### src/rtl/rmf_pkg.sv
// Shared types, constants and compare helpers for the RGB 3x3 median filter.
package rmf_pkg;

    localparam int PIXEL_BITS      = 8;
    localparam int RGB_BITS        = 3 * PIXEL_BITS;
    localparam int MAX_WIDTH_DEF   = 1024;

    localparam int WIDTH_REG_BITS  = 11;
    localparam int HEIGHT_REG_BITS = 13;
    // row counter runs one past the height while draining
    localparam int ROW_BITS        = HEIGHT_REG_BITS + 1;
    localparam int WIDTH_RESET     = 640;
    localparam int HEIGHT_RESET    = 480;

    localparam int CFG_INDEX_BITS  = 4;
    localparam int CFG_DATA_BITS   = HEIGHT_REG_BITS;

    localparam logic [CFG_INDEX_BITS-1:0] REG_WIDTH  = CFG_INDEX_BITS'(0);
    localparam logic [CFG_INDEX_BITS-1:0] REG_HEIGHT = CFG_INDEX_BITS'(1);

    localparam logic CMD_PIXEL = 1'b0;
    localparam logic CMD_FLUSH = 1'b1;

    typedef logic [PIXEL_BITS-1:0] t_pix;

    typedef struct packed {
        t_pix red;
        t_pix green;
        t_pix blue;
    } t_rgb;

    // what the raster tracker decides for the beat on the input port
    typedef struct packed {
        logic consume;   // beat enters the pipeline
        logic drain;     // position past the last row: pixel data forced to zero
        logic emit;      // a result leaves for this position
        logic interior;  // result is the median, else the center passes through
        logic last;      // result is the final pixel of the frame
    } t_pos;

    function automatic t_pix pix_min(input t_pix a, input t_pix b);
        return (a < b) ? a : b;
    endfunction

    function automatic t_pix pix_max(input t_pix a, input t_pix b);
        return (a < b) ? b : a;
    endfunction

    function automatic t_pix pix_med3(input t_pix a, input t_pix b, input t_pix c);
        return pix_max(pix_min(a, b), pix_min(pix_max(a, b), c));
    endfunction

endpackage

### src/rtl/rmf_pos.sv
// Raster position tracker and frame geometry registers.
module rmf_pos #(
    parameter int MAX_WIDTH = rmf_pkg::MAX_WIDTH_DEF
) (
    input  logic                                i_clk,
    input  logic                                i_rst_n,
    input  logic                                i_cfg_we,
    input  logic [rmf_pkg::CFG_INDEX_BITS-1:0]  i_cfg_index,
    input  logic [rmf_pkg::CFG_DATA_BITS-1:0]   i_cfg_data,
    input  logic                                i_take,
    input  logic                                i_command,
    output rmf_pkg::t_pos                       o_pos,
    output logic [$clog2(MAX_WIDTH)-1:0]        o_col
);

    import rmf_pkg::*;

    localparam int CW         = $clog2(MAX_WIDTH);
    localparam int WW         = $clog2(MAX_WIDTH + 1);
    localparam int EW         = (WW > WIDTH_REG_BITS) ? WW : WIDTH_REG_BITS;
    localparam int WIDTH_INIT = (WIDTH_RESET > MAX_WIDTH) ? MAX_WIDTH : WIDTH_RESET;

    logic [WW-1:0]              r_width;
    logic [HEIGHT_REG_BITS-1:0] r_height;
    logic [CW-1:0]              r_col;
    logic [ROW_BITS-1:0]        r_row;

    logic [WW-1:0]              n_width;
    logic [HEIGHT_REG_BITS-1:0] n_height;
    logic [CW-1:0]              n_col;
    logic [ROW_BITS-1:0]        n_row;

    logic [EW-1:0]              w_wval;
    logic [HEIGHT_REG_BITS-1:0] w_hval;
    logic [ROW_BITS-1:0]        w_h;
    logic [WW-1:0]              w_col_inc;
    logic                       w_drain;

    // clamp written geometry to the supported range
    always_comb begin
        w_wval = EW'(i_cfg_data[WIDTH_REG_BITS-1:0]);
        if (w_wval == '0) begin
            n_width = WW'(1);
        end else if (w_wval > EW'(MAX_WIDTH)) begin
            n_width = WW'(MAX_WIDTH);
        end else begin
            n_width = w_wval[WW-1:0];
        end
        w_hval   = i_cfg_data[HEIGHT_REG_BITS-1:0];
        n_height = (w_hval == '0) ? HEIGHT_REG_BITS'(1) : w_hval;
    end

    always_comb begin
        w_h       = ROW_BITS'(r_height);
        w_col_inc = WW'(r_col) + WW'(1);
        w_drain   = (r_row >= w_h);

        o_pos.consume  = i_take && !(!w_drain && (i_command == CMD_FLUSH));
        o_pos.drain    = w_drain;
        o_pos.emit     = (r_row >= ROW_BITS'(2)) ||
                         ((r_row == ROW_BITS'(1)) && (r_col != '0));
        o_pos.interior = (r_col >= CW'(2)) && (r_row >= ROW_BITS'(2)) && (r_row != w_h);
        o_pos.last     = (r_col == '0) && (r_row == w_h + ROW_BITS'(1));

        if (o_pos.last) begin
            n_col = '0;
            n_row = '0;
        end else if (w_col_inc == r_width) begin
            n_col = '0;
            n_row = r_row + ROW_BITS'(1);
        end else begin
            n_col = w_col_inc[CW-1:0];
            n_row = r_row;
        end
    end

    always_ff @(posedge i_clk) begin
        if (!i_rst_n) begin
            r_width  <= WW'(WIDTH_INIT);
            r_height <= HEIGHT_REG_BITS'(HEIGHT_RESET);
            r_col    <= '0;
            r_row    <= '0;
        end else if (i_cfg_we) begin
            unique case (i_cfg_index)
                REG_WIDTH: begin
                    r_width <= n_width;
                    r_col   <= '0;
                    r_row   <= '0;
                end
                REG_HEIGHT: begin
                    r_height <= n_height;
                    r_col    <= '0;
                    r_row    <= '0;
                end
                default: ;
            endcase
        end else if (o_pos.consume) begin
            r_col <= n_col;
            r_row <= n_row;
        end
    end

    assign o_col = r_col;

endmodule

### config.mk
export PLATFORM = sky130hd
export DESIGN_NAME = rmf_pos
export DESIGN_NICKNAME = d
export VERILOG_FILES = /design/src/rtl/rmf_pkg.sv /design/src/rtl/rmf_pos.sv
export SDC_FILE = /design/constraint.sdc
export NUM_CORES = 1
export LEC_CHECK = 0
export ABC_CLOCK_PERIOD_IN_PS = 3900
export BUFFER_PORTS_ARGS = -buffer_cell sky130_fd_sc_hd__buf_2
export CAP_MARGIN = 30
export CORE_MARGIN = 8
export CORE_UTILIZATION = 35
export CTS_CLUSTER_DIAMETER = 50
export DETAILED_ROUTE_END_ITERATION = 8
export PLACE_DENSITY = 0.52
export SYNTH_ARGS = -nofsm -noshare
export SYNTH_HDL_FRONTEND = slang
export SYNTH_SLANG_ARGS = --single-unit
### constraint.sdc
create_clock -name i_clk -period 3.9 [get_ports i_clk]
set_input_delay 0.585 -clock i_clk [delete_from_list [all_inputs] [get_ports i_clk]]
set_output_delay 0.585 -clock i_clk [all_outputs]
set_load 0.02 [all_outputs]
==> out/results.ini, run 1 <==
[power_and_ir_drop]
leakagePower_nw=1.50
powerDensity_nw_per_um2=249
swShare_pct=25.0
p_switching_uw=238
p_seq_share_pct=52.5
pwr-share-clk_pct=38.3
ir_drop_uv=131
comb_power_share_pct=9.2
p_int_uw=716

[detailed_routing]
initialDrtViolationCount=130
wirelength_um=10200
wire_per_inst_um=16.8
ant_nets=0
dr.pass1.iters=7
remaining_drc_errors=0
via_per_inst=5.46
vias=3308

[final_layout]
diodes=0
syn2layout_area_growth_pct=10.6
layout_commonest_cell=dfxtp_1
drive_above_1_share_pct=12.3
final_nets=514
utilization_pct=39.6
fill_cells=1019
mostFrequentLayoutCells=dfxtp_1, nand2_1, inv_1

[cts]
root_buffer=clkbuf_8
clkSinkCount=48
cts_resized=0
cts.clk_slew.worst_paths_ns=0.10
cts_tree=built
cts_hold_buf=0
insertion_delay_ns=0.30
ctsLongestPathBuffers=2
h-tree-depth=2
post_cts_buffers=0
cts_buffers=5

[place]
hpwl_um=7850
port-buffer-count=36
place_congestion=0.834

[die]
row_count=36
core_area_um2=9680
die_w_um=116
start_util_pct=35.8
die_area_um2=13300
die_h_um=116
io_pins=37

[worst_setup_path]
r2r-start=o_col[1]
rr_worst_depth=9
startpoint_type=register
critPathKind=register to output port
cp_max_fo=5
end_kind=output port
worst_ep_arrival_time_ns=2.69
required_ns=3.31
timing.rr.end=r_row[13]
r2r_slack_ns=0.68

[timing]
period_minus_slack_ns=3.27
slew_violations=0
finalSetupViolCount=0
maxSlewHeadroom_pct=54.5
finalCritPeriodShare_pct=83.9
worstMarginPinSlew_ns=0.679
totalNegativeSetupSlack_ns=0
skew_ns=0.00729
rsz0062_at_grt=false
whs_ns=0.527
hold_viol_final=0
max_freq_ghz=0.306

[synth]
synth_ff_type=dfxtp_1
synthArstFlopShare_pct=0
syn_inst=449
syn_nets=491
synth_edf_count=0
syn_area_um2=3470
yosysUniqueCellTypes=57
ys_ff_latch=48
syn_avg_cell_area_um2=7.72
yosys_warnings=0
seq_area_frac_synth_pct=27.7

[min_path]
whs_path_depth=2
hp-start=r_width[1]
hold-path-endpoint=r_width[1]
min_path_type=register to register

[grt]
grt_pass1_vias=3272
grt_pass1_wl_um=16600
globalRouteOverflowTotal=0
grtUsageTotal_pct=15.5
antenna_found_initial=0
grt_max_degree=31

[run]
maxCapViolations=0

[status]
run_status=completed

==> synth_stat cells, types with 7 or more instances <==
master	n	area share (%)
o21ai_0	10	1.4
clkbuf_1	14	1.5
a21oi_1	33	4.8
inv_1	43	4.7
nand2_1	46	5.0
and3_1	7	1.3
nor4_1	12	2.2
ha_1	20	7.2
xnor2_1	22	5.6
a22oi_1	13	2.8
nor2_1	25	2.7
xor2_1	12	3.0
nand3_1	27	3.9
dfxtp_1	48	28
o21ai_1	11	1.6
==> state kept, by name (all words and copies together), names as in the netlist <==
register and count:
r_height 13, r_width 11, o_col 10, r_row 14
==> power groups by stage <==
stage	combinational, mW	clock (mW)	sequential, mW
5_1_grt	0.0964	0.396	0.501
6_report	0.0879	0.365	0.500
4_1_cts	0.0872	0.377	0.500
2_1_floorplan	0.0548	0	0.509
3_3_place_gp	0.0873	0	0.512
3_5_place_dp	0.0869	0	0.512
==> critical path: stages (launching register included) <==
cell	delay (ns)
dfxtp_1	0.42
inv_1	0.11
ha_1	0.32
nand2b_1	0.16
a211oi_1	0.22
o21ai_0	0.21
a211oi_1	0.62
nor2b_1	0.12
buf_2	0.19
==> final cells by class <==
| class | count | area (um^2) | share of cell area, % |
|---|---|---|---|
| clock buffer | 5 | 68.8 | 1.79 |
| inverter | 43 | 161 | 4.21 |
| clock inverter | 3 | 42.5 | 1.11 |
| multi-input combinational | 334 | 2220 | 58.0 |
| sequential | 48 | 961 | 25.1 |
| tap | 133 | 166 | 4.34 |
| timing repair buffer | 40 | 210 | 5.48 |
==> metrics by stage <==
step / instance area (um^2) / instances / setup WS [ns] / total power [mW]
2_1_floorplan: 3470 / 449 / 1.00 / 0.564
3_3_place_gp: 3720 / 598 / 0.707 / 0.599
3_5_place_dp: 3720 / 598 / 0.726 / 0.599
4_1_cts: 3830 / 606 / 0.669 / 0.965
5_1_grt: 3830 / 606 / 0.309 / 0.994
6_report: 3830 / 606 / 0.628 / 0.954
==> worst max-delay path by stage <==
stage,startpoint,endpoint,cells past startpoint,slack [ns]
2_1_floorplan,o_col[1],r_row[13],10,1.00
5_1_grt,o_col[1],r_row[9],9,0.31
6_report,r_row[0],o_pos[4],8,0.63
4_1_cts,r_row[0],o_pos[4],8,0.67
3_5_place_dp,o_col[1],r_row[13],9,0.73
3_3_place_gp,o_col[1],r_row[13],9,0.71
==> routing by layer <==
metal / GRT usage [%] / share of wire, %
met3: 2.66 / 3.5
met4: 5.43 / 2.1
met1: 19.3 / 46
met5: 0 / 0
met2: 26.4 / 48
==> cells by family (layout without fill, tap and decap cells) <==
kind of cell               Yosys count  in the layout  synth area share (%)
adders and majority gates           21             21                  7.51
AOI/OAI and AO/OA                  114            114                  22.4
muxes                                2              2                 0.577
and+or+nand+nor                    163            163                  25.1
DFF                                 48             48                  27.7
xor gates and xnor gates            34             34                  8.59
buffers and inverters               67             91                  8.12
(Power assumes the default switching activity.)
==> run 2, diff against run 1 <==
--- a/config.mk
+++ b/config.mk
@@ -5,14 +5,14 @@
 export SDC_FILE = /design/constraint.sdc
 export NUM_CORES = 1
 export LEC_CHECK = 0
-export ABC_CLOCK_PERIOD_IN_PS = 3900
+export ABC_CLOCK_PERIOD_IN_PS = 2900
 export BUFFER_PORTS_ARGS = -buffer_cell sky130_fd_sc_hd__buf_2
 export CAP_MARGIN = 30
 export CORE_MARGIN = 8
 export CORE_UTILIZATION = 35
 export CTS_CLUSTER_DIAMETER = 50
 export DETAILED_ROUTE_END_ITERATION = 8
-export PLACE_DENSITY = 0.52
+export PLACE_DENSITY = 0.54
 export SYNTH_ARGS = -nofsm -noshare
 export SYNTH_HDL_FRONTEND = slang
 export SYNTH_SLANG_ARGS = --single-unit
==> constraint.sdc (replaced) <==
create_clock -name i_clk -period 2.9 [get_ports i_clk]
set_input_delay 0.435 -clock i_clk [delete_from_list [all_inputs] [get_ports i_clk]]
set_output_delay 0.435 -clock i_clk [all_outputs]
set_load 0.02 [all_outputs]
==> run 2 against run 1 <==
Compared with the run above:
- flip-flop and latch count unchanged
- wire length about the same
- clock-buffer cell count unchanged
- clock skew increased by 0.0033 ns
- worst hold slack got worse by 0.14 ns
- power increased by 37%
- sequential share of layout area decreased by 0.80 points
- non-clock buffer count increased by 19
- global-route usage increased by 0.081 points
- combinational power increased by 44%
- setup slack got worse by 0.49 ns
- die area unchanged
- critical path type unchanged
- largest power group unchanged
==> out/results.ini, run 2 (synthesis gave the netlist of run 1 again) <==
[worst_setup_path]
crit_buf_inv=1
end_kind=output port
worst_ep_arrival_time_ns=2.33
cp_max_fo=6
timing.rr.end=o_col[3]
startpoint_type=register
critPathKind=register to output port
cp_cell_sequence=nand4_1, or4_1, a211oi_2, a211oi_2, nor4_2, buf_2
required_ns=2.47
r2r_slack_ns=0.15
r2r-start=r_height[10]
cpPeakStageDelay_ns=0.56
crit_family=simple AND/OR/NAND/NOR gates
rr_worst_depth=12
path_common_cell=a211oi_2
crit_slowest_cell=or4_1

[timing]
skew_ns=0.0106
finalSetupViolCount=0
hold_viol_final=0
slew_violations=0
setup_slack_ns=0.139
worstMarginPinSlew_ns=0.637
totalNegativeSetupSlack_ns=0
maxSlewHeadroom_pct=57.5
rsz0062_at_grt=true
period_minus_slack_ns=2.76
finalCritPeriodShare_pct=95.2
max_freq_ghz=0.362

[die]
io_pins=37
die_h_um=116
die_area_um2=13300
core_area_um2=9680
start_util_pct=35.8
die_w_um=116
row_count=36

[final_layout]
mostFrequentLayoutCells=nand2_1, inv_1, dfxtp_1
diodes=0
top_regs=r_row x14, r_height x13, r_width x11
final_nets=533
final_area_um2=4010
drive_above_1_share_pct=18.9
syn2layout_area_growth_pct=15.7
largest_reg_flops=14
layout_commonest_cell=nand2_1
top_register=r_row

[cts]
cts.clk_slew.worst_paths_ns=0.09
root_buffer=clkbuf_8
cts_tree=built
clkSinkCount=48
h-tree-depth=2
ctsLongestPathBuffers=2
cts_hold_buf=0
insertion_delay_ns=0.31
cts_buffers=5

[place]
place_ws_ns=0.0319
hpwl_um=8000
port-buffer-count=36
placed_area_um2=3860
place_congestion=0.844

[detailed_routing]
top_layer_used=met4
dr.pass1.iters=4
wirelength_met1_um=4830
via_per_inst=5.41
dr_wl_met2_um=4800
remaining_drc_errors=0
vias=3379
wirelength_um=10200
wl_met3_um=325
ant_nets=0
initialDrtViolationCount=143
wire_per_inst_um=16.3

[grt]
grt_pass1_wl_um=16700
grt_pass1_vias=3360
grt_max_degree=31
antenna_found_initial=0
grtUsageTotal_pct=15.6
globalRouteOverflowTotal=0

[power_and_ir_drop]
leakagePower_nw=1.61
ir_drop_uv=164
powerDensity_nw_per_um2=325

[min_path]
hp-start=i_cfg_data[11]
hold-path-endpoint=r_height[11]
min_path_type=input port to register
whs_path_depth=3

[status]
run_status=completed

[run]
maxCapViolations=0

==> run 2: metal layers <==
| metal | vias up | global-route usage [%] |
|---|---|---|
| met4 | 0 | 6.30 |
| met1 | 1605 | 19.5 |
| met5 | - | 0 |
| li1 | 1693 | - |
| met3 | 17 | 2.81 |
| met2 | 64 | 25.9 |
==> run 2: repair_timing <==
action	in CTS	in global routing
resized for setup	1	17
setup endpoints to repair	1	20
buffers inserted	0	1
pin swaps	0	2
==> run 2: per-stage QoR <==
stage                     util (%)  power (mW)  hold WS (ns)  std cells
after floorplan                  -       0.759         0.474        449
after global placement        39.8       0.808         0.501        616
after detailed placement      39.8       0.809         0.507        616
after CTS                     41.1        1.31         0.384        624
after global routing          41.4        1.36         0.378        625
final                         41.4        1.31         0.387        625
==> run 2: cell type report <==
class                      count  area (um^2)
inverter                      43          161
sequential                    48          973
clock buffer                   5         68.8
fill                        1046         5670
clock inverter                 3         46.3
timing repair buffer          59          353
multi-input combinational    334         2240
tap                          133          166
==> run 2: worst max path at each step <==
| stage | from | endpoint | depth (start not counted) |
|---|---|---|---|
| after global placement | r_height[0] | r_row[11] | 8 |
| after CTS | r_height[0] | r_row[3] | 8 |
| after global routing | o_col[2] | r_row[12] | 9 |
| after floorplan | o_col[1] | r_row[13] | 10 |
| after detailed placement | r_height[0] | r_row[3] | 8 |
| final | r_height[1] | o_pos[0] | 6 |
==> run 2: worst min-delay path, cell delays in order <==
cell	delay (ns)
buf_2	0.11
nand2_1	0.05
a21oi_1	0.05
==> run 2: power breakdown <==
group,leakage (nW),internal (mW),switching (mW)
Clock,0.0548,0.260,0.248
Sequential,0.392,0.664,0.00656
Combinational,1.16,0.0491,0.0777
Total,1.61,0.973,0.332
