$ cat src/rtl/rmf_pkg.sv
// Shared types, constants and compare helpers for the RGB 3x3 median filter.
package rmf_pkg;

    localparam int PIXEL_BITS      = 8;
    localparam int RGB_BITS        = 3 * PIXEL_BITS;
    localparam int MAX_WIDTH_DEF   = 1024;

    localparam int WIDTH_REG_BITS  = 11;
    localparam int HEIGHT_REG_BITS = 13;
    // row counter runs one past the height while draining
    localparam int ROW_BITS        = HEIGHT_REG_BITS + 1;
    localparam int WIDTH_RESET     = 640;
    localparam int HEIGHT_RESET    = 480;

    localparam int CFG_INDEX_BITS  = 4;
    localparam int CFG_DATA_BITS   = HEIGHT_REG_BITS;

    localparam logic [CFG_INDEX_BITS-1:0] REG_WIDTH  = CFG_INDEX_BITS'(0);
    localparam logic [CFG_INDEX_BITS-1:0] REG_HEIGHT = CFG_INDEX_BITS'(1);

    localparam logic CMD_PIXEL = 1'b0;
    localparam logic CMD_FLUSH = 1'b1;

    typedef logic [PIXEL_BITS-1:0] t_pix;

    typedef struct packed {
        t_pix red;
        t_pix green;
        t_pix blue;
    } t_rgb;

    // what the raster tracker decides for the beat on the input port
    typedef struct packed {
        logic consume;   // beat enters the pipeline
        logic drain;     // position past the last row: pixel data forced to zero
        logic emit;      // a result leaves for this position
        logic interior;  // result is the median, else the center passes through
        logic last;      // result is the final pixel of the frame
    } t_pos;

    function automatic t_pix pix_min(input t_pix a, input t_pix b);
        return (a < b) ? a : b;
    endfunction

    function automatic t_pix pix_max(input t_pix a, input t_pix b);
        return (a < b) ? b : a;
    endfunction

    function automatic t_pix pix_med3(input t_pix a, input t_pix b, input t_pix c);
        return pix_max(pix_min(a, b), pix_min(pix_max(a, b), c));
    endfunction

endpackage

$ cat src/rtl/rmf_lane.sv
// One color lane: column sort, sorted 3x3 window and median network.
module rmf_lane (
    input  logic          i_clk,
    input  logic          i_shift,
    input  logic          i_step,
    input  rmf_pkg::t_pix i_top,
    input  rmf_pkg::t_pix i_mid,
    input  rmf_pkg::t_pix i_pix,
    output rmf_pkg::t_pix o_median,
    output rmf_pkg::t_pix o_center
);

    import rmf_pkg::*;

    t_pix w_lo1, w_hi1, w_t;
    t_pix n_lo, n_md, n_hi;
    t_pix r_lo [3];
    t_pix r_md [3];
    t_pix r_hi [3];
    t_pix r_raw1, r_raw2;
    t_pix n_a, n_b, n_c;
    t_pix r_a, r_b, r_c, r_center;

    // sort the incoming column once; the window keeps columns sorted
    always_comb begin
        w_lo1 = pix_min(i_top, i_mid);
        w_hi1 = pix_max(i_top, i_mid);
        w_t   = pix_max(w_lo1, i_pix);
        n_lo  = pix_min(w_lo1, i_pix);
        n_md  = pix_min(w_hi1, w_t);
        n_hi  = pix_max(w_hi1, w_t);
    end

    // median of nine = med3(max of lows, med of mids, min of highs)
    always_comb begin
        n_a = pix_max(pix_max(r_lo[0], r_lo[1]), r_lo[2]);
        n_b = pix_med3(r_md[0], r_md[1], r_md[2]);
        n_c = pix_min(pix_min(r_hi[0], r_hi[1]), r_hi[2]);
    end

    always_ff @(posedge i_clk) begin
        if (i_shift) begin
            r_lo[0] <= r_lo[1];
            r_lo[1] <= r_lo[2];
            r_lo[2] <= n_lo;
            r_md[0] <= r_md[1];
            r_md[1] <= r_md[2];
            r_md[2] <= n_md;
            r_hi[0] <= r_hi[1];
            r_hi[1] <= r_hi[2];
            r_hi[2] <= n_hi;
            r_raw1  <= r_raw2;
            r_raw2  <= i_mid;
        end
        if (i_step) begin
            r_a      <= n_a;
            r_b      <= n_b;
            r_c      <= n_c;
            r_center <= r_raw1;
        end
    end

    assign o_median = pix_med3(r_a, r_b, r_c);
    assign o_center = r_center;

endmodule

$ cat config.mk
export PLATFORM = sky130hd
export DESIGN_NAME = rmf_lane
export DESIGN_NICKNAME = d
export VERILOG_FILES = /design/src/rtl/rmf_pkg.sv /design/src/rtl/rmf_lane.sv
export SDC_FILE = /design/constraint.sdc
export NUM_CORES = 1
export LEC_CHECK = 0
export BUFFER_PORTS_ARGS = -buffer_cell sky130_fd_sc_hd__buf_2
export CAP_MARGIN = 30
export CORE_MARGIN = 3
export CORE_UTILIZATION = 51
export CTS_CLUSTER_SIZE = 30
export DETAILED_ROUTE_END_ITERATION = 6
export PLACE_DENSITY = 0.68
export SETUP_SLACK_MARGIN = 0.5
export SLEW_MARGIN = 10
export SYNTH_ARGS = -nofsm -noshare
export SYNTH_HDL_FRONTEND = slang
export SYNTH_SLANG_ARGS = --single-unit
$ cat constraint.sdc
create_clock -name i_clk -period 16.3 [get_ports i_clk]
set_input_delay 3.26 -clock i_clk [delete_from_list [all_inputs] [get_ports i_clk]]
set_output_delay 3.26 -clock i_clk [all_outputs]
set_load 0.02 [all_outputs]
==> impl_metrics.json, run 1 <==
{
  "grt_pass1_vias": 6085,
  "grt_pass1_wl_um": 29600,
  "dr.pass1.iters": 5,
  "port_buffers": 42,
  "crit_path_top_delay_cell": "or3b_1",
  "overflow": 0,
  "slew_violations": 0,
  "max_slew_margin_pct": 35.2,
  "antenna_found_initial": 0,
  "status": "finished clean",
  "hp-class": "reg -> reg",
  "synth_nets": 898,
  "totalWireLength_um": 18200,
  "io_pins": 43,
  "synth-seq-cells": 120,
  "required_ns": 13.04,
  "worstPathArrival_ns": 6.36,
  "nFillCells": 1265,
  "max_cap_viol_count": 0,
  "cts.path.max_buffers": 2,
  "num_rows": 45,
  "finalPower_mw": 1.95,
  "tightest_slew_ns": 0.969,
  "grt_use_total_pct": 20.9,
  "synth_cell_type_count": 60,
  "critPathKind": "reg -> out",
  "p_int_mw": 1.08,
  "insertion_delay_ns": 0.42,
  "p_switching_mw": 0.875,
  "avgRoutedWirePerCell_um": 17.3,
  "path_max_fanout": 28,
  "final_common_cell": "edfxtp_1",
  "num_antenna_cells": 0,
  "synth_largest_area_cell": "edfxtp_1",
  "critical_path_buf_inv_count": 2,
  "fin_crit_sh_pct": 59.0,
  "synth-async-reset-ratio_pct": 0,
  "syn_area_um2": 8130,
  "final_cell_mix": "edfxtp_1, inv_1, ha_1",
  "synth_warnings": 0,
  "drt-initial-drc-count": 400,
  "hpwl_um": 14100,
  "area_growth_syn_to_layout_pct": 12.9,
  "cts_setup_buffers": 0,
  "slowest_delay_ns": 0.48,
  "seqPwrFrac_pct": 25.4,
  "avgSynthCellArea_um2": 10.4,
  "die_width_um": 132,
  "vias": 6196,
  "combPwrFrac_pct": 56.3,
  "r2r_slack_ns": 10.11,
  "end_kind": "primary output",
  "start_util_pct": 52.9,
  "p_per_area_nw_per_um2": 213,
  "htree_levels": 4,
  "core_um2": 15400,
  "ys_seq_area_share_pct": 44.3,
  "path_common_cell": "ha_1",
  "ir_drop_uv": 312,
  "die_y_um": 132,
  "timing.fmax_ghz": 0.104,
  "fin_tns_setup_ns": 0,
  "die-area_um2": 17500,
  "synth_top_area_share_pct": 44.3,
  "setup_viol_count_final": 0,
  "ant_nets": 0,
  "start_kind": "flip-flop",
  "synth_edf_count": 120,
  "finClkSkew_ns": 0.0113,
  "route.detailed.drc": 0,
  "cts.sinks": 120,
  "cp_cell_sequence": "ha_1, o21ai_0, o21ai_1, a21oi_2, buf_4, mux2_2, ha_1, a211oi_1, o21ai_0, o21bai_1, a21oi_2, mux2i_1, ha_1, a21o_1, a21o_1, a21oi_1, o211a_1, a41oi_2, or3b_1, a21oi_1, a211oi_1, buf_2",
  "nets": 948,
  "drive_gt1_share_pct": 15.8,
  "rsz0062_at_grt": "false",
  "root_buffer": "clkbuf_16",
  "hold_viol": 0,
  "p_clk_share_pct": 18.3,
  "grt_max_degree": 60,
  "cts_resized": 0,
  "cts_tree": "built",
  "fin_crit_ns": 9.62,
  "path_clk_slew_ns": 0.05,
  "gp_congestion": 0.889,
  "cp_top_family": "compound AO/OA/AOI/OAI gates",
  "p_leak_nw": 3.96,
  "synthCells": 780,
  "synth_area_leaders": "edfxtp_1, ha_1, mux2_2",
  "holdBufCountCts": 0,
  "synth_flop_cell": "edfxtp_1",
  "via_per_inst": 5.88,
  "switching_share_pct": 44.8,
  "cts_buffers": 17
}
==> worst register-to-register path: stages (launching register included) <==
cell       delay (ns)
edfxtp_1         0.41
ha_1             0.34
and4_1           0.25
o21ai_1          0.12
o21ai_2          0.37
nand2_1          0.11
o21ai_0          0.13
ha_1             0.31
a2111oi_0        0.51
a211oi_1         0.09
a211oi_1         0.45
a41o_1           0.47
mux2i_1          0.31
ha_1             0.29
a211oi_1         0.25
nor2_1           0.07
nor3_1           0.29
o211a_1          0.27
a31oi_4          0.21
mux2_1           0.37
o32a_1           0.17
o21a_1           0.13
==> path summary, 6_finish.rpt <==
path	startpoint	cells past startpoint	end
max	r_a[1]$_DFFE_PP_	22	o_median[0]
max reg2reg	r_md[0][7]$_DFFE_PP_	21	r_b[0]$_DFFE_PP_
min reg2reg	r_raw2[1]$_DFFE_PP_	0	r_raw1[1]$_DFFE_PP_
min	r_raw2[1]$_DFFE_PP_	0	r_raw1[1]$_DFFE_PP_
==> metrics by stage <==
step / std cells / util (%) / cell area (um^2) / setup WS [ns] / hold slack, ns
after floorplan: 780 / - / 8130 / 8.01 / 0.400
after global placement: 1018 / 55.6 / 8540 / 6.79 / 0.401
after CTS: 1052 / 59.5 / 9150 / 6.68 / 0.418
final: 1054 / 59.7 / 9180 / 6.68 / 0.417
after global routing: 1054 / 59.7 / 9180 / 6.25 / 0.427
after detailed placement: 1020 / 55.8 / 8580 / 6.67 / 0.405
==> routing by layer <==
metal / vias up / wire length (um) / global-route usage [%]
met5: - / 0 / 0
met4: 0 / 357 / 7.68
met3: 34 / 744 / 4.27
met2: 179 / 8990 / 35.3
met1: 2945 / 8110 / 26.8
li1: 3038 / - / -
==> Yosys cell counts, types with 3 or more instances <==
cell type / number
mux2_2: 34
o211ai_1: 3
inv_1: 96
o21ai_1: 4
nor2_1: 21
and2_1: 3
a21o_1: 12
and4_1: 4
edfxtp_1: 120
o22ai_1: 14
o21ai_0: 53
a211o_1: 3
buf_4: 3
or2_2: 6
clkbuf_1: 9
o22a_1: 4
ha_1: 91
mux2i_1: 30
a21oi_1: 65
nand2b_1: 6
o21a_1: 9
nor3_1: 12
nand4_1: 6
nand3_1: 16
nor4_1: 6
a211oi_1: 23
nand2_1: 80
buf_2: 4
==> final cells by class <==
| cell class | count | area (um^2) | share of cell area (%) |
|---|---|---|---|
| Tap cell | 211 | 264 | 2.88 |
| Timing Repair Buffer | 47 | 285 | 3.11 |
| Sequential cell | 120 | 3600 | 39.3 |
| Inverter | 96 | 360 | 3.93 |
| Clock buffer | 17 | 425 | 4.64 |
| Clock inverter | 15 | 144 | 1.57 |
| Multi-Input combinational cell | 548 | 4090 | 44.6 |
==> power groups by stage <==
stage | Combinational, mW | Clock, mW | Sequential (mW)
detailed placement | 1.08 | 0 | 0.502
global route | 1.23 | 0.376 | 0.503
finish | 1.10 | 0.357 | 0.496
floorplan | 0.814 | 0 | 0.478
CTS | 1.09 | 0.363 | 0.496
global placement | 1.02 | 0 | 0.499
==> sequential cells by signal, indices dropped and copies added (netlist names) <==
register  cells
r_raw2        8
r_md         24
o_center      8
r_hi         24
r_c           8
r_b           8
r_raw1        8
r_lo         24
r_a           8
==> cell families (layout without fill, tap and decap cells) <==
| kind of cell | Yosys count | in the layout | share of synthesized area, % |
|---|---|---|---|
| AO/OA/AOI/OAI | 226 | 226 | 18.3 |
| flip-flops | 120 | 120 | 44.3 |
| buffers and inverters | 112 | 175 | 5.37 |
| AND/OR/NAND/NOR | 165 | 165 | 9.34 |
| multiplexers | 66 | 66 | 8.68 |
| adder cells (fa/ha/maj) | 91 | 91 | 14.0 |
(Power assumes the default switching activity.)
==> run 2: changes to the inputs <==
- ABC_AREA: unset -> 1
- PLACE_DENSITY: 0.68 -> 0.69
- clock period: 16.3 -> 9.19 ns (I/O delays scaled with it)
==> run 2 against run 1 <==
  * Via count shrank 9.1%
  * Clock skew shrank 0.0010 ns
  * Worst hold slack gained 0.00060 ns
  * Flip-flop and latch count is the same
  * Critical path depth is the same
  * Synthesized cell count grew 12%
  * Non-clock buffer count grew 1
  * Worst setup slack lost 4.7 ns
  * Global-route usage shrank 2.1 points
  * Final area shrank 6.7%
==> impl_metrics.json, run 2 <==
{
  "status": "finished clean",
  "die_width_um": 128,
  "die_y_um": 128,
  "synth_flop_cell": "edfxtp_1",
  "nets": 1040,
  "grt_max_degree": 63,
  "hold_start": "r_raw2[1]$_DFFE_PP_",
  "nFillCells": 1293,
  "regToRegStartpoint": "r_md[0][5]$_DFFE_PP_",
  "cts_buffers": 17,
  "reg2reg_depth": 22,
  "die-area_um2": 16400,
  "slowest_delay_ns": 0.51,
  "avgSynthCellArea_um2": 8.70,
  "synth-async-reset-ratio_pct": 0,
  "path_max_fanout": 31,
  "end_kind": "primary output",
  "largestRegisters": "r_hi x24, r_lo x24, r_md x24",
  "yosysMostFrequentCell": "nand2_1",
  "worstPathArrival_ns": 5.36,
  "vias": 5630,
  "hp-class": "reg -> reg",
  "via_per_inst": 5.03,
  "synth_nets": 993,
  "start_kind": "flip-flop",
  "io_pins": 43,
  "cts.path.max_buffers": 2,
  "cts_resized": 0,
  "totalWireLength_um": 14600,
  "rsz0062_at_grt": "false",
  "fin_crit_sh_pct": 78.4,
  "rr_endpoint": "r_b[5]$_DFFE_PP_",
  "root_buffer": "clkbuf_16",
  "synth_top_family_by_area": "simple AND/OR/NAND/NOR gates",
  "min_to": "r_raw1[1]$_DFFE_PP_",
  "avgRoutedWirePerCell_um": 13.0,
  "synth_fa_ha_area_share_pct": 15.0,
  "required_ns": 7.35,
  "ys_seq_area_share_pct": 47.3,
  "max_slew_margin_pct": 41.9,
  "slew_violations": 0,
  "path_common_cell": "nand2_1",
  "fin_tns_setup_ns": 0,
  "synth_top_area_share_pct": 47.3,
  "drive_gt1_share_pct": 9.95,
  "core_um2": 14600,
  "crit_path_top_delay_cell": "o21ai_0",
  "final_cell_mix": "nand2_1, inv_1, edfxtp_1",
  "synth_compound_area_share_pct": 10.9,
  "start_util_pct": 52.2,
  "route.detailed.drc": 0,
  "tightest_slew_ns": 0.869,
  "synth_largest_area_cell": "edfxtp_1",
  "dr.pass1.iters": 5,
  "grt_pass1_wl_um": 24600,
  "final_common_cell": "nand2_1",
  "timing.fmax_ghz": 0.139,
  "synth_area_leaders": "edfxtp_1, ha_1, nand2_1",
  "hold_viol": 0,
  "overflow": 0,
  "grt_pass1_vias": 5221,
  "gp_congestion": 0.868,
  "syn_area_um2": 7610,
  "cts.sinks": 120,
  "holdBufCountCts": 0,
  "drt-initial-drc-count": 416,
  "antenna_found_initial": 0,
  "htree_levels": 4,
  "num_rows": 44,
  "cp_cell_sequence": "ha_1, a21oi_1, o21a_1, nand2_1, o21ai_0, ha_1, nand2_1, nor2_1, a211oi_1, nand2_1, inv_1, nand2_1, o21ai_0, inv_1, ha_1, a21oi_1, nor2_1, a211oi_1, buf_2, nand3_1, nand2_1, buf_2",
  "setup_viol_count_final": 0,
  "min_path_cells": 0,
  "synthCells": 875,
  "cts_tree": "built",
  "synth_mux_area_share_pct": 0,
  "fin_crit_ns": 7.20,
  "synthTopCellsByCount": "nand2_1, inv_1, edfxtp_1, ha_1, o21ai_0",
  "r2r_slack_ns": 3.76,
  "critPathKind": "reg -> out",
  "grt_use_total_pct": 18.8,
  "insertion_delay_ns": 0.42,
  "cts_setup_buffers": 0,
  "port_buffers": 42,
  "hpwl_um": 11000,
  "synth_warnings": 0,
  "synthXorXnorAreaFrac_pct": 0,
  "synth-simple-area-share_pct": 18.6,
  "synth-seq-cells": 120,
  "synth_edf_count": 120,
  "area_growth_syn_to_layout_pct": 12.5,
  "max_cap_viol_count": 0,
  "synth_cell_type_count": 23,
  "ant_nets": 0,
  "num_antenna_cells": 0,
  "finClkSkew_ns": 0.0102,
  "path_clk_slew_ns": 0.06
}
run 2: worst max-delay path: cells and delay by family (launching register included):
kind	cells	cell delay, ns
AO/OA/AOI/OAI	7	1.74
buffers and inverters	4	0.63
adder cells (fa/ha/maj)	3	0.93
flip-flops	1	0.43
AND/OR/NAND/NOR	8	1.21
run 2: layer usage:
| layer | track usage, % | share of wire (%) | vias up |
|---|---|---|---|
| li1 | - | - | 3017 |
| met1 | 25.4 | 49 | 2492 |
| met2 | 30.3 | 46 | 102 |
| met3 | 4.29 | 3.5 | 19 |
| met4 | 5.99 | 1.4 | 0 |
| met5 | 0 | 0 | - |
run 2: stage by stage:
stage | std cells | util, % | hold slack (ns) | setup WS (ns) | instance area [um^2]
2_1_floorplan | 875 | - | 0.400 | 3.02 | 7610
3_3_place_gp | 1082 | 54.6 | 0.401 | 2.07 | 7970
3_5_place_dp | 1083 | 54.6 | 0.405 | 2.38 | 7970
4_1_cts | 1115 | 58.5 | 0.419 | 2.02 | 8540
5_1_grt | 1119 | 58.7 | 0.426 | 1.53 | 8560
6_report | 1119 | 58.7 | 0.418 | 1.99 | 8560
run 2: worst max path at each step:
| stage | startpoint | to | slack (ns) | cells past startpoint |
|---|---|---|---|---|
| floorplan | r_a[7]$_DFFE_PP_ | o_median[0] | 3.02 | 25 |
| global placement | r_a[7]$_DFFE_PP_ | o_median[1] | 2.07 | 22 |
| detailed placement | i_mid[7] | r_hi[0][17]$_DFFE_PP_ | 2.38 | 21 |
| CTS | r_a[7]$_DFFE_PP_ | o_median[1] | 2.02 | 22 |
| global route | r_a[7]$_DFFE_PP_ | o_median[0] | 1.53 | 22 |
| finish | r_a[7]$_DFFE_PP_ | o_median[1] | 1.99 | 22 |
run 2: logic make-up (layout without fill, tap and decap cells):
family / Yosys count / in the layout
AOI/OAI and AO/OA: 157 / 157
buffers and inverters: 160 / 220
DFF: 120 / 120
and+or+nand+nor: 347 / 347
adders and majority gates: 91 / 91
run 2: area by class of cell:
class                   instances  area, um^2  area share, %
well taps                     184         230           2.69
clock inverters                15         141           1.65
flip-flops and latches        120        3600           42.1
multi-input cells             595        3390           39.5
clock buffers                  17         425           4.97
repair buffers                 48         253           2.95
inverters                     140         526           6.14
Power of run 2 is left out: the tool's default activity adds up to more than one toggle a clock period on the data nets, which glitch-free logic cannot reach.
==> run 3: changes to the inputs <==
- ABC_AREA: 1 -> 0
- PLACE_DENSITY: 0.69 -> 0.71
- clock period: 9.19 -> 6.2 ns (I/O delays scaled with it)
==> run 3 against run 2 <==
  * Routed wire length up 43%
  * The flow now finishes with violations (setup timing)
  * Clock-buffer cell count rose by 1
  * Via count rose by 16%
  * Non-clock buffer count grew 73
  * Highest routed layer unchanged
  * Register-to-register slack got worse by 2.9 ns
  * Cell count grew 1.3%
==> impl_metrics.json, run 3 (synthesized netlist as in run 1, its figures left out) <==
{
  "combPwrFrac_pct": 65.3,
  "required_ns": 4.96,
  "holdBufCountCts": 0,
  "fin_crit_sh_pct": 102,
  "stdcell_count": 1133,
  "grt_pass1_wl_um": 32100,
  "setup_viol_count_final": 8,
  "reg2reg_depth": 22,
  "status": "complete, but fails checks",
  "p_int_mw": 4.01,
  "die_width_um": 132,
  "slowest_delay_ns": 0.42,
  "critPathKind": "reg -> out",
  "min_path_cells": 0,
  "crit_path_top_delay_cell": "edfxtp_1",
  "finalPower_mw": 6.82,
  "port_buffers": 42,
  "fin_crit_ns": 6.35,
  "max_cap_viol_count": 0,
  "overflow": 0,
  "io_pins": 43,
  "min_to": "o_center[4]$_DFFE_PP_",
  "antenna_found_initial": 0,
  "place_inst": 1038,
  "r2r_slack_ns": 0.86,
  "dr.pass1.iters": 5,
  "hpwl_um": 14100,
  "fin_ws_ns": -0.150,
  "worstPathArrival_ns": 5.11,
  "cts.path.max_buffers": 2,
  "finClkSkew_ns": 0.0102,
  "area_growth_syn_to_layout_pct": 32.0,
  "route.detailed.drc": 0,
  "p_per_area_nw_per_um2": 636,
  "cts_buffers": 17,
  "die-area_um2": 17500,
  "nFillCells": 1111,
  "seqPwrFrac_pct": 19.2,
  "insertion_delay_ns": 0.41,
  "htree_levels": 4,
  "num_rows": 45,
  "violations": "setup timing",
  "via_per_inst": 5.78,
  "final_cell_mix": "edfxtp_1, inv_1, ha_1",
  "timing.fmax_ghz": 0.157,
  "path_max_fanout": 10,
  "drt-initial-drc-count": 461,
  "grt_use_total_pct": 22.9,
  "p_clk_share_pct": 15.5,
  "max_slew_margin_pct": 49.7,
  "ir_drop_uv": 830,
  "nets": 1027,
  "final_common_cell": "edfxtp_1",
  "die_y_um": 132,
  "switching_share_pct": 41.3,
  "gp_congestion": 0.947,
  "grt_pass1_vias": 6554,
  "regToRegStartpoint": "r_md[0][7]$_DFFE_PP_",
  "ant_nets": 0,
  "start_util_pct": 52.9,
  "end_kind": "primary output",
  "path_clk_slew_ns": 0.05,
  "tightest_slew_ns": 0.755,
  "grt_max_degree": 81,
  "core_um2": 15400,
  "path_common_cell": "buf_4",
  "slew_violations": 0,
  "rsz0062_at_grt": "true",
  "largestRegisters": "r_hi x24, r_lo x24, r_md x24",
  "multi_input_area_um2": 4920,
  "cts_tree": "built",
  "start_kind": "flip-flop",
  "rr_endpoint": "r_b[0]$_DFFE_PP_",
  "root_buffer": "clkbuf_16",
  "seq_area_um2": 3600,
  "hp-class": "reg -> reg",
  "totalWireLength_um": 20900,
  "num_antenna_cells": 0,
  "p_leak_nw": 4.50,
  "hold_viol": 0,
  "avgRoutedWirePerCell_um": 18.4,
  "drive_gt1_share_pct": 34.4,
  "cts.sinks": 120,
  "vias": 6545,
  "hold_start": "r_raw1[4]$_DFFE_PP_",
  "p_switching_mw": 2.82
}
## run 3: cell types whose count changed in the layout (fill, tap and decap cells not counted), moves of 18 or more
| cell | before | now |
|---|---|---|
| nand3_1 | 46 | 15 |
| o21ai_0 | 87 | 35 |
| mux2_2 | 0 | 31 |
| ha_1 | 91 | 72 |
| mux2i_1 | 0 | 26 |
| nor2_1 | 38 | 19 |
| ha_4 | 0 | 18 |
| a21oi_2 | 0 | 19 |
| nand2_1 | 244 | 70 |
| buf_6 | 0 | 18 |
| inv_1 | 139 | 85 |
| buf_4 | 5 | 71 |
## run 3: through the flow
stage                     worst slack [ns]  utilization [%]  cell area (um^2)  hold slack, ns  TNS (ns)
after floorplan                      0.390                -              8320           0.400         0
after global placement             0.00991             57.6              8850           0.401         0
after detailed placement            -0.160             57.6              8850           0.405     -1.55
after CTS                           -0.128             64.6              9930           0.417    -0.660
after global routing                -0.372             69.8             10700           0.430     -2.19
final                               -0.150             69.8             10700           0.418    -0.779
## run 3: repair_timing
| item | in CTS | in global routing |
|---|---|---|
| setup buffers | 33 | 23 |
| pin swaps | 19 | 42 |
| gates resized for setup | 44 | 122 |
| cloned | 1 | 4 |
| endpoints found under the setup margin | 24 | 26 |
## run 3: worst max-delay path by stage
stage,startpoint,endpoint,slack [ns],depth (start not counted)
2_1_floorplan,r_a[5]$_DFFE_PP_,o_median[0],0.39,21
3_3_place_gp,i_mid[7],r_md[0][20]$_DFFE_PP_,0.01,24
3_5_place_dp,i_mid[7],r_hi[0][21]$_DFFE_PP_,-0.16,23
4_1_cts,r_a[1]$_DFFE_PP_,o_median[0],-0.13,22
5_1_grt,r_a[7]$_DFFE_PP_,o_median[0],-0.37,21
6_report,r_a[6]$_DFFE_PP_,o_median[5],-0.15,29
## run 3: power by group through the flow
| stage | registers, mW | clock network (mW) | logic [mW] |
|---|---|---|---|
| floorplan | 1.26 | 0 | 2.46 |
| CTS | 1.30 | 1.07 | 3.93 |
| detailed placement | 1.32 | 0 | 3.24 |
| finish | 1.31 | 1.05 | 4.46 |
| global route | 1.33 | 1.11 | 4.82 |
| global placement | 1.31 | 0 | 3.12 |
## run 3: layout make-up
class,count,area share (%)
Sequential cell,120,33.6
Tap cell,211,2.46
Inverter,96,3.43
Timing Repair Buffer,121,8.84
Clock inverter,14,1.90
Clock buffer,18,4.00
Multi-Input combinational cell,553,45.8
## run 3: critical path: cells and delay by family, from the launching register on
| family | cells | cell delay (ns) |
|---|---|---|
| AOI/OAI and AO/OA | 6 | 0.78 |
| adders and majority gates | 2 | 0.63 |
| buffers and inverters | 17 | 2.11 |
| DFF | 1 | 0.42 |
| muxes | 1 | 0.35 |
| and+or+nand+nor | 3 | 0.40 |
## run 3: layer usage
| layer | vias up | GRT usage [%] | wire, um |
|---|---|---|---|
| met2 | 178 | 39.5 | 10600 |
| met3 | 46 | 4.66 | 737 |
| li1 | 3197 | - | - |
| met1 | 3124 | 28.0 | 9010 |
| met4 | 0 | 9.41 | 535 |
| met5 | - | 0 | 0 |
